## config.mk

```make
export PLATFORM = sky130hd
export DESIGN_NAME = co_sensor_frame_parser
export DESIGN_NICKNAME = d
export VERILOG_FILES = /design/src/cofp_pkg.sv /design/src/cofp_regs.sv /design/src/cofp_parser.sv /design/src/co_sensor_frame_parser.sv
export SDC_FILE = /design/constraint.sdc
export NUM_CORES = 1
export LEC_CHECK = 0
export BUFFER_PORTS_ARGS = -buffer_cell sky130_fd_sc_hd__buf_2
export CORE_AREA = 4 4 62 120
export CTS_BUF_LIST = sky130_fd_sc_hd__clkbuf_2 sky130_fd_sc_hd__clkbuf_4 sky130_fd_sc_hd__clkbuf_8
export DETAILED_ROUTE_END_ITERATION = 8
export DIE_AREA = 0 0 66 124
export GPL_TIMING_DRIVEN = 1
export PLACE_DENSITY = 0.71
export SYNTH_ARGS = -nofsm -noshare
export SYNTH_HDL_FRONTEND = slang
export SYNTH_HIERARCHICAL = 1
export SYNTH_SLANG_ARGS = --single-unit
```

## constraint.sdc

```tcl
create_clock -name clk -period 3.1 [get_ports clk]
set_input_delay 0.465 -clock clk [delete_from_list [all_inputs] [get_ports clk]]
set_output_delay 0.465 -clock clk [all_outputs]
set_load 0.01 [all_outputs]
```

## src/cofp_pkg.sv

```systemverilog
// ----------------------------------------------------------------------------
// cofp_pkg
// shared types and constants for the gas sensor frame parser
// ----------------------------------------------------------------------------
package cofp_pkg;

  localparam int unsigned ByteW   = 8;
  localparam int unsigned PosW    = 4;
  localparam int unsigned ConcW   = 13;
  localparam int unsigned DataW   = 32;
  localparam int unsigned AddrW   = 3;

  localparam logic [ByteW-1:0] SYNC_BYTE     = 8'hFF;
  localparam logic [ByteW-1:0] TYPE_QUERY    = 8'h86;
  localparam logic [ByteW-1:0] TYPE_ACTIVE   = 8'h04;
  localparam logic [ByteW-1:0] VALUE_MASK_HI = 8'h1F;
  localparam logic [ByteW-1:0] FAULT_BIT     = 8'h80;

  // register word index
  localparam logic REG_QUERY_MODE = 1'b0;

  // parser positions
  localparam logic [PosW-1:0] POS_HUNT       = 4'd0;
  localparam logic [PosW-1:0] POS_TYPE       = 4'd1;
  localparam logic [PosW-1:0] POS_DATA_FIRST = 4'd2;
  localparam logic [PosW-1:0] POS_DATA_LAST  = 4'd7;
  localparam logic [PosW-1:0] POS_CHK        = 4'd8;
  localparam logic [PosW-1:0] POS_HI_QUERY   = 4'd2;
  localparam logic [PosW-1:0] POS_HI_ACTIVE  = 4'd4;

  localparam logic STATUS_OK  = 1'b0;
  localparam logic STATUS_BAD = 1'b1;

  typedef struct packed {
    logic query_mode;
    logic restart;
  } cfg_ctl_t;

endpackage

```

## src/cofp_regs.sv

```systemverilog
// ----------------------------------------------------------------------------
// cofp_regs
// apb register file holding the frame type mode
// ----------------------------------------------------------------------------
module cofp_regs (
  input  logic                        clk,
  input  logic                        rst_n,
  input  logic                        psel,
  input  logic                        penable,
  input  logic                        pwrite,
  input  logic [cofp_pkg::AddrW-1:0]  paddr,
  input  logic [cofp_pkg::DataW-1:0]  pwdata,
  output logic [cofp_pkg::DataW-1:0]  prdata,
  output logic                        pready,
  output cofp_pkg::cfg_ctl_t          ctl
);

  logic query_mode_r;
  logic query_mode_nxt;
  logic wr_en;

  assign pready = 1'b1;
  assign wr_en  = psel && penable && pwrite && (paddr[2] == cofp_pkg::REG_QUERY_MODE);

  assign query_mode_nxt = wr_en ? pwdata[0] : query_mode_r;

  always_ff @(posedge clk) begin
    if (!rst_n) begin
      query_mode_r <= 1'b0;
    end else begin
      query_mode_r <= query_mode_nxt;
    end
  end

  always_comb begin
    prdata = '0;
    if (paddr[2] == cofp_pkg::REG_QUERY_MODE) begin
      prdata[0] = query_mode_r;
    end
  end

  assign ctl.query_mode = query_mode_r;
  assign ctl.restart    = wr_en && (pwdata[0] != query_mode_r);

endmodule

```

## src/cofp_parser.sv

```systemverilog
// ----------------------------------------------------------------------------
// cofp_parser
// frame position tracking, checksum and result register
// ----------------------------------------------------------------------------
module cofp_parser (
  input  logic                          clk,
  input  logic                          rst_n,
  input  cofp_pkg::cfg_ctl_t            ctl,
  input  logic                          byte_vld,
  input  logic [cofp_pkg::ByteW-1:0]    byte_in,
  output logic                          stall,
  output logic                          out_valid,
  input  logic                          out_ready,
  output logic [cofp_pkg::ConcW-1:0]    out_co_tenths_ppm,
  output logic                          out_fault_flag,
  output logic                          out_frame_status
);

  logic [cofp_pkg::PosW-1:0]  pos_r, pos_nxt;
  logic [cofp_pkg::ByteW-1:0] sum_r, sum_nxt;
  logic [cofp_pkg::ByteW-1:0] hi_r, hi_nxt;
  logic [cofp_pkg::ByteW-1:0] lo_r, lo_nxt;
  logic                       out_valid_r, out_valid_nxt;
  logic [cofp_pkg::ConcW-1:0] co_r, co_nxt;
  logic                       fault_r, fault_nxt;
  logic                       status_r, status_nxt;
  logic [cofp_pkg::PosW-1:0]  hi_pos;
  logic [cofp_pkg::ByteW-1:0] want_type;
  logic [cofp_pkg::ByteW-1:0] chk_sum;
  logic                       emit;

  assign stall     = (pos_r == cofp_pkg::POS_CHK) && out_valid_r && !out_ready;
  assign hi_pos    = ctl.query_mode ? cofp_pkg::POS_HI_QUERY : cofp_pkg::POS_HI_ACTIVE;
  assign want_type = ctl.query_mode ? cofp_pkg::TYPE_QUERY : cofp_pkg::TYPE_ACTIVE;
  assign chk_sum   = sum_r + byte_in;

  always_comb begin
    pos_nxt = pos_r;
    sum_nxt = sum_r;
    hi_nxt  = hi_r;
    lo_nxt  = lo_r;
    emit    = 1'b0;
    if (byte_vld) begin
      unique case (pos_r) inside
        cofp_pkg::POS_TYPE: begin
          if (byte_in == want_type) begin
            sum_nxt = byte_in;
            pos_nxt = cofp_pkg::POS_DATA_FIRST;
          end else begin
            pos_nxt = cofp_pkg::POS_HUNT;
          end
        end
        [cofp_pkg::POS_DATA_FIRST:cofp_pkg::POS_DATA_LAST]: begin
          sum_nxt = chk_sum;
          if (pos_r == hi_pos) begin
            hi_nxt = byte_in;
          end else if (pos_r == hi_pos + 4'd1) begin
            lo_nxt = byte_in;
          end
          pos_nxt = pos_r + 4'd1;
        end
        cofp_pkg::POS_CHK: begin
          pos_nxt = cofp_pkg::POS_HUNT;
          emit    = 1'b1;
        end
        default: begin
          if (byte_in == cofp_pkg::SYNC_BYTE) begin
            pos_nxt = cofp_pkg::POS_TYPE;
            sum_nxt = '0;
          end else begin
            pos_nxt = cofp_pkg::POS_HUNT;
          end
        end
      endcase
    end
    if (ctl.restart) begin
      pos_nxt = cofp_pkg::POS_HUNT;
    end
  end

  // result register
  always_comb begin
    out_valid_nxt = out_valid_r && !out_ready;
    co_nxt        = co_r;
    fault_nxt     = fault_r;
    status_nxt    = status_r;
    if (emit) begin
      out_valid_nxt = 1'b1;
      if (chk_sum == '0) begin
        co_nxt     = {hi_r[4:0] & cofp_pkg::VALUE_MASK_HI[4:0], lo_r};
        fault_nxt  = (hi_r & cofp_pkg::FAULT_BIT) != '0;
        status_nxt = cofp_pkg::STATUS_OK;
      end else begin
        co_nxt     = '0;
        fault_nxt  = 1'b0;
        status_nxt = cofp_pkg::STATUS_BAD;
      end
    end
  end

  always_ff @(posedge clk) begin
    if (!rst_n) begin
      pos_r       <= cofp_pkg::POS_HUNT;
      sum_r       <= '0;
      hi_r        <= '0;
      lo_r        <= '0;
      out_valid_r <= 1'b0;
    end else begin
      pos_r       <= pos_nxt;
      sum_r       <= sum_nxt;
      hi_r        <= hi_nxt;
      lo_r        <= lo_nxt;
      out_valid_r <= out_valid_nxt;
    end
  end

  always_ff @(posedge clk) begin
    co_r     <= co_nxt;
    fault_r  <= fault_nxt;
    status_r <= status_nxt;
  end

  assign out_valid         = out_valid_r;
  assign out_co_tenths_ppm = co_r;
  assign out_fault_flag    = fault_r;
  assign out_frame_status  = status_r;

endmodule

```

## src/co_sensor_frame_parser.sv

```systemverilog
// ----------------------------------------------------------------------------
// co_sensor_frame_parser
// nine byte uart gas sensor frame parser with apb mode register
// result path: the checksum beat passes the input register, then the result
//   register, which drives out_valid
// throughput: one rx beat per cycle; the checksum beat holds in the input
//   register only while a previous result is still waiting on out_ready
// reset: synchronous active low, parser returns to start byte hunt, mode 0
// ----------------------------------------------------------------------------
module co_sensor_frame_parser (
  input  logic                        clk,
  input  logic                        rst_n,
  input  logic                        in_valid,
  output logic                        in_ready,
  input  logic [cofp_pkg::ByteW-1:0]  in_rx_byte,
  output logic                        out_valid,
  input  logic                        out_ready,
  output logic [cofp_pkg::ConcW-1:0]  out_co_tenths_ppm,
  output logic                        out_fault_flag,
  output logic                        out_frame_status,
  input  logic                        psel,
  input  logic                        penable,
  input  logic                        pwrite,
  input  logic [cofp_pkg::AddrW-1:0]  paddr,
  input  logic [cofp_pkg::DataW-1:0]  pwdata,
  output logic [cofp_pkg::DataW-1:0]  prdata,
  output logic                        pready
);

  cofp_pkg::cfg_ctl_t         ctl;
  logic                       s1_valid_r, s1_valid_nxt;
  logic [cofp_pkg::ByteW-1:0] s1_byte_r, s1_byte_nxt;
  logic                       stall;
  logic                       s1_adv;

  cofp_regs u_regs (
    .clk     (clk),
    .rst_n   (rst_n),
    .psel    (psel),
    .penable (penable),
    .pwrite  (pwrite),
    .paddr   (paddr),
    .pwdata  (pwdata),
    .prdata  (prdata),
    .pready  (pready),
    .ctl     (ctl)
  );

  // input register
  assign s1_adv   = s1_valid_r && !stall;
  assign in_ready = !s1_valid_r || !stall;

  always_comb begin
    s1_valid_nxt = s1_valid_r && stall;
    s1_byte_nxt  = s1_byte_r;
    if (in_valid && in_ready) begin
      s1_valid_nxt = 1'b1;
      s1_byte_nxt  = in_rx_byte;
    end
  end

  always_ff @(posedge clk) begin
    if (!rst_n) begin
      s1_valid_r <= 1'b0;
    end else begin
      s1_valid_r <= s1_valid_nxt;
    end
  end

  always_ff @(posedge clk) begin
    s1_byte_r <= s1_byte_nxt;
  end

  cofp_parser u_parser (
    .clk               (clk),
    .rst_n             (rst_n),
    .ctl               (ctl),
    .byte_vld          (s1_adv),
    .byte_in           (s1_byte_r),
    .stall             (stall),
    .out_valid         (out_valid),
    .out_ready         (out_ready),
    .out_co_tenths_ppm (out_co_tenths_ppm),
    .out_fault_flag    (out_fault_flag),
    .out_frame_status  (out_frame_status)
  );

  a_bad_frame_zero: assert property (@(posedge clk) disable iff (!rst_n)
    out_valid && (out_frame_status == cofp_pkg::STATUS_BAD)
      |-> (out_co_tenths_ppm == '0) && !out_fault_flag)
    else $error("checksum error result carries data");

  a_ready_low_cause: assert property (@(posedge clk) disable iff (!rst_n)
    !in_ready |-> s1_valid_r && out_valid && !out_ready)
    else $error("input stalled without a pending result");

  a_s1_hold: assert property (@(posedge clk) disable iff (!rst_n)
    s1_valid_r && stall |=> s1_valid_r && $stable(s1_byte_r))
    else $error("held beat lost from input register");

endmodule
```

==> run summary <==
The number of vias after detailed routing is 1995. The flow ran to the end, and the final reports show no timing, DRC or antenna violations. The synthesized-area fraction occupied by ao, oa, aoi and oai cells is 10.2%. For this run, the leading register cell type out of synthesis is dfxtp_1. The clock-pin slew reported for the worst setup and hold paths after clock tree synthesis is 0.09 ns. Counting cells, the worst reg-to-reg path comes to 8. The leakage dissipation came out at 1.24 nW.

The slew at the pin closest to its max-slew limit is 0.629 ns. After synthesis, the cell types taking the most area are edfxtp_1, dfxtp_1, buf_4. For this design, the CTS-stage hold fixing added 0 buffers. After synthesis, the largest family of logic cells by area is simple AND/OR/NAND/NOR gates. The minimum clock period after layout is 2.64 ns. The end of the worst register-to-register path is u_parser/out_frame_status. Walking the worst path, the cells encountered are ha_1 > fa_1 > a211oi_4 > nor4b_1 > or3b_4 > nor4b_4 > buf_4 > inv_1. Across the VDD grid, the largest voltage drop is 0.296 mV. Of the total synthesized cell area, the portion taken by AND, OR, NAND and NOR gates is 22.0%. Once the clock tree was built, the resizer swapped 0 gates to a different size. Of the available clock period, the critical path in the final layout requires 85.3%. The startpoint identified for the worst hold timing path is in_rx_byte[0]. The average wire per standard cell came out at 13.5 µm.

The multiplexer share of the synthesized area came out at 5.61%. Of all nets on the critical path, the largest fanout is 15. The die is 124 µm tall. The worst register-to-register path begins at s1_byte_r[0]. The largest net degree at the start of global routing is 30.

The number of antenna diodes in the final layout is 0. The fraction of the mapped netlist area in adder cells came out at 5.52%. The placement-stage worst setup slack came out at 0.466 ns. The number of pins with negative max-slew slack in the final report is 0. The min-delay analysis places its worst path in the category in -> reg. The total global-route track usage is 13.4%. Synthesis produced 270 cells. The flop and latch count out of synthesis came out at 52.

The power per unit of standard cell area came out at 418 nW/µm². The worst setup path is captured at a register. Clock latency on the worst-skew pair, taken at its later pin, is 0.30 ns. The critical path in this run is classified as reg -> reg. After clock tree synthesis, the setup repair step added 0 buffers. The per-instance average area after synthesis is 10.6 µm². The post-synthesis sequential area ratio came out at 44.5%.

The sum of routed wire length over all layers is 5.33 mm. Setup violations remaining at the end of the flow were counted as 0. The data required time of the critical path came out at 3.17 ns. The count of yosys warnings during synthesis came out at 6. The cell type with the highest aggregate area in the netlist is edfxtp_1.

Row generation in the floorplan step produced 42 rows. Headroom to the max-slew limit came out at 57.8%. Dividing the detail-routed via count by the number of cells gives 5.05. The combined area of all synthesized cells is 2860 µm².

The global-route wire length before repair is 8.31 mm. The setup slack of the most critical reg-to-reg path came out at 0.46 ns. Data on the critical path arrives at its endpoint at 2.71 ns. The post-route core utilization came out at 47.1%. Setup repair after global routing left no endpoint under its margin. The area enclosed by the die boundary is 8180 µm². The fraction of final layout cells sized beyond drive strength 1 is 23.1%. The number of antenna violations at the first check in global routing is 0. After detailed routing, the number of remaining DRC violations is 0.

The H-tree was split into 2 levels. The die boundary width came out at 66 µm. On the final layout, the worst clock skew is 0.00588 ns.

The share of the synthesized area in the top cell type came out at 24.2%. The final net count is 368. Of the total synthesized cell area, the portion taken by XOR and XNOR cells is 1.23%. The total of max-cap violations is 0.

The number of top-level design ports is 100. The share of async-settable or async-resettable flops after synthesis came out at 0%. The maximum clock frequency came out at 0.378 GHz. The stage delay of the slowest cell on the critical path is 0.46 ns.

The synthesis-to-finish area growth is 8.32%. The slowest cell on the critical path is fa_1. The number of synthesized flops with an enable pin is 23. In this run the clock root is driven by a clkbuf_8. The number of buffers added on ports is 34. The worst hold path terminates at s1_byte_r[0].

The number of cells on the worst hold path came out at 1. The number of violations reported at the end of detailed-routing iteration 0 came out at 42. The clock sink count is 52. The global placer's final weighted congestion came out at 0.819. The startpoint type of the worst setup path is a register. The half-perimeter wire length after detailed placement came out at 4.16 mm. The initial standard-cell utilization of the core came out at 43.5%. The detailed-routing iteration count for the pre-antenna-repair pass came out at 4. The area of the core came out at 6570 µm². The number of global-route vias before repair came out at 1850. The number of buffers on the longest clock path came out at 2. The number of hold violations in the final report came out at 0. The remaining global-route overflow is 0. The TritonCTS clock tree is yes.

Clock tree synthesis inserted a total of 5 buffers. The distinct cell type count of the synthesized netlist came out at 49. Across all setup checks in the final design, the least slack found is 0.455 ns.

The detail route stage leaves a number of antenna-violating nets equal to 0. The setup TNS came out at 0 ns. Counting the fill cells in the layout gives 613.
==> layer usage <==
| layer | vias to the layer above | wire, µm | part of all wire [%] | track usage, % |
|---|---|---|---|---|
| li1 | 950 | - | - | - |
| met1 | 937 | 1740 | 33 | 12.0 |
| met2 | 85 | 2980 | 56 | 25.5 |
| met3 | 23 | 316 | 5.9 | 2.62 |
| met4 | 0 | 289 | 5.4 | 10.2 |
| met5 | - | 0 | 0 | 0 |
==> state kept, by name, summed over array words and instances, names as in the netlist <==
register,flops
u_parser/sum_r,8
u_parser/out_valid,1
u_parser/out_co_tenths_ppm,13
u_parser/hi_r,6
u_parser/out_fault_flag,1
s1_byte_r,8
u_parser/lo_r,8
u_parser/pos_r,4
u_parser/out_frame_status,1
s1_valid_r,1
u_regs/query_mode_r,1
==> metrics by stage <==
step / hold slack, ns / total power, mW / cell area, µm² / std cells
2_1_floorplan: 0.440 / 0.902 / 2970 / 300
3_3_place_gp: 0.450 / 0.916 / 3010 / 387
3_5_place_dp: 0.469 / 0.922 / 3010 / 387
4_1_cts: 0.318 / 1.31 / 3090 / 395
5_1_grt: 0.318 / 1.35 / 3090 / 395
6_report: 0.329 / 1.29 / 3090 / 395
==> report_power, final <==
| group | switching [mW] | internal [mW] | leakage, nW |
|---|---|---|---|
| Clock | 0.208 | 0.175 | 0.0467 |
| Sequential | 0.0173 | 0.726 | 0.415 |
| Combinational | 0.0993 | 0.0659 | 0.781 |
==> cell usage in the layout (no fill, tap or decap), drive strengths merged, types with 9 or more instances in the layout <==
| cell | instances |
|---|---|
| buf | 40 |
| dfxtp | 29 |
| o21ai | 9 |
| nor2 | 13 |
| edfxtp | 23 |
| conb | 32 |
| nand2 | 14 |
| a21oi | 10 |
| nor2b | 18 |
| mux2i | 16 |
| ha | 11 |
| and2 | 15 |
==> logic make-up after synthesis <==
group / count (synthesis)
AO/OA/AOI/OAI: 39
multiplexers: 16
AND/OR/NAND/NOR: 100
flip-flops: 52
buffers and inverters: 45
other: 2
adder cells (fa/ha/maj): 12
XOR/XNOR: 4
==> worst max-delay path, delay by kind of cell (launching register included) <==
family                   cells  cell delay [ns]
buffers and inverters        2             0.26
adder cells (fa/ha/maj)      2             0.74
flip-flops                   1             0.40
AO/OA/AOI/OAI                1             0.29
AND/OR/NAND/NOR              3             0.71
==> synth_stat cells, drive strengths merged (3+ instances only) <==
cell,n
dfxtp,29
ha,11
mux2i,16
o211a,3
o211ai,5
edfxtp,23
nor2b,18
nor2,13
inv,4
nor3,6
a211oi,4
nor3b,6
nand2,14
nand3,3
o21ai,9
nand4,6
nand2b,4
a21oi,10
buf,36
clkbuf,5
and2,15
==> layout make-up <==
class                           count  area [µm²]  share of cell area [%]
Clock buffer                        7        83.8                    2.71
Clock inverter                      1        3.75                   0.121
Inverter                            4        15.0                   0.485
Multi-Input combinational cell    203        1400                    45.1
Sequential cell                    52        1270                    41.1
Tap cell                           88         110                    3.56
Timing Repair Buffer               40         215                    6.96
==> how the worst max path moves through the flow <==
stage | cells after the start | end | slack [ns] | startpoint
finish | 8 | u_parser/out_frame_status | 0.46 | s1_byte_r[0]
global route | 10 | u_parser/lo_r[6] | 0.31 | u_parser/pos_r[0]
CTS | 8 | u_parser/out_frame_status | 0.45 | s1_byte_r[0]
detailed placement | 8 | u_parser/out_frame_status | 0.47 | s1_byte_r[0]
global placement | 8 | u_parser/out_frame_status | 0.47 | s1_byte_r[0]
floorplan | 8 | u_parser/out_frame_status | 0.51 | s1_byte_r[0]
Power figures use the tool's default switching activity.
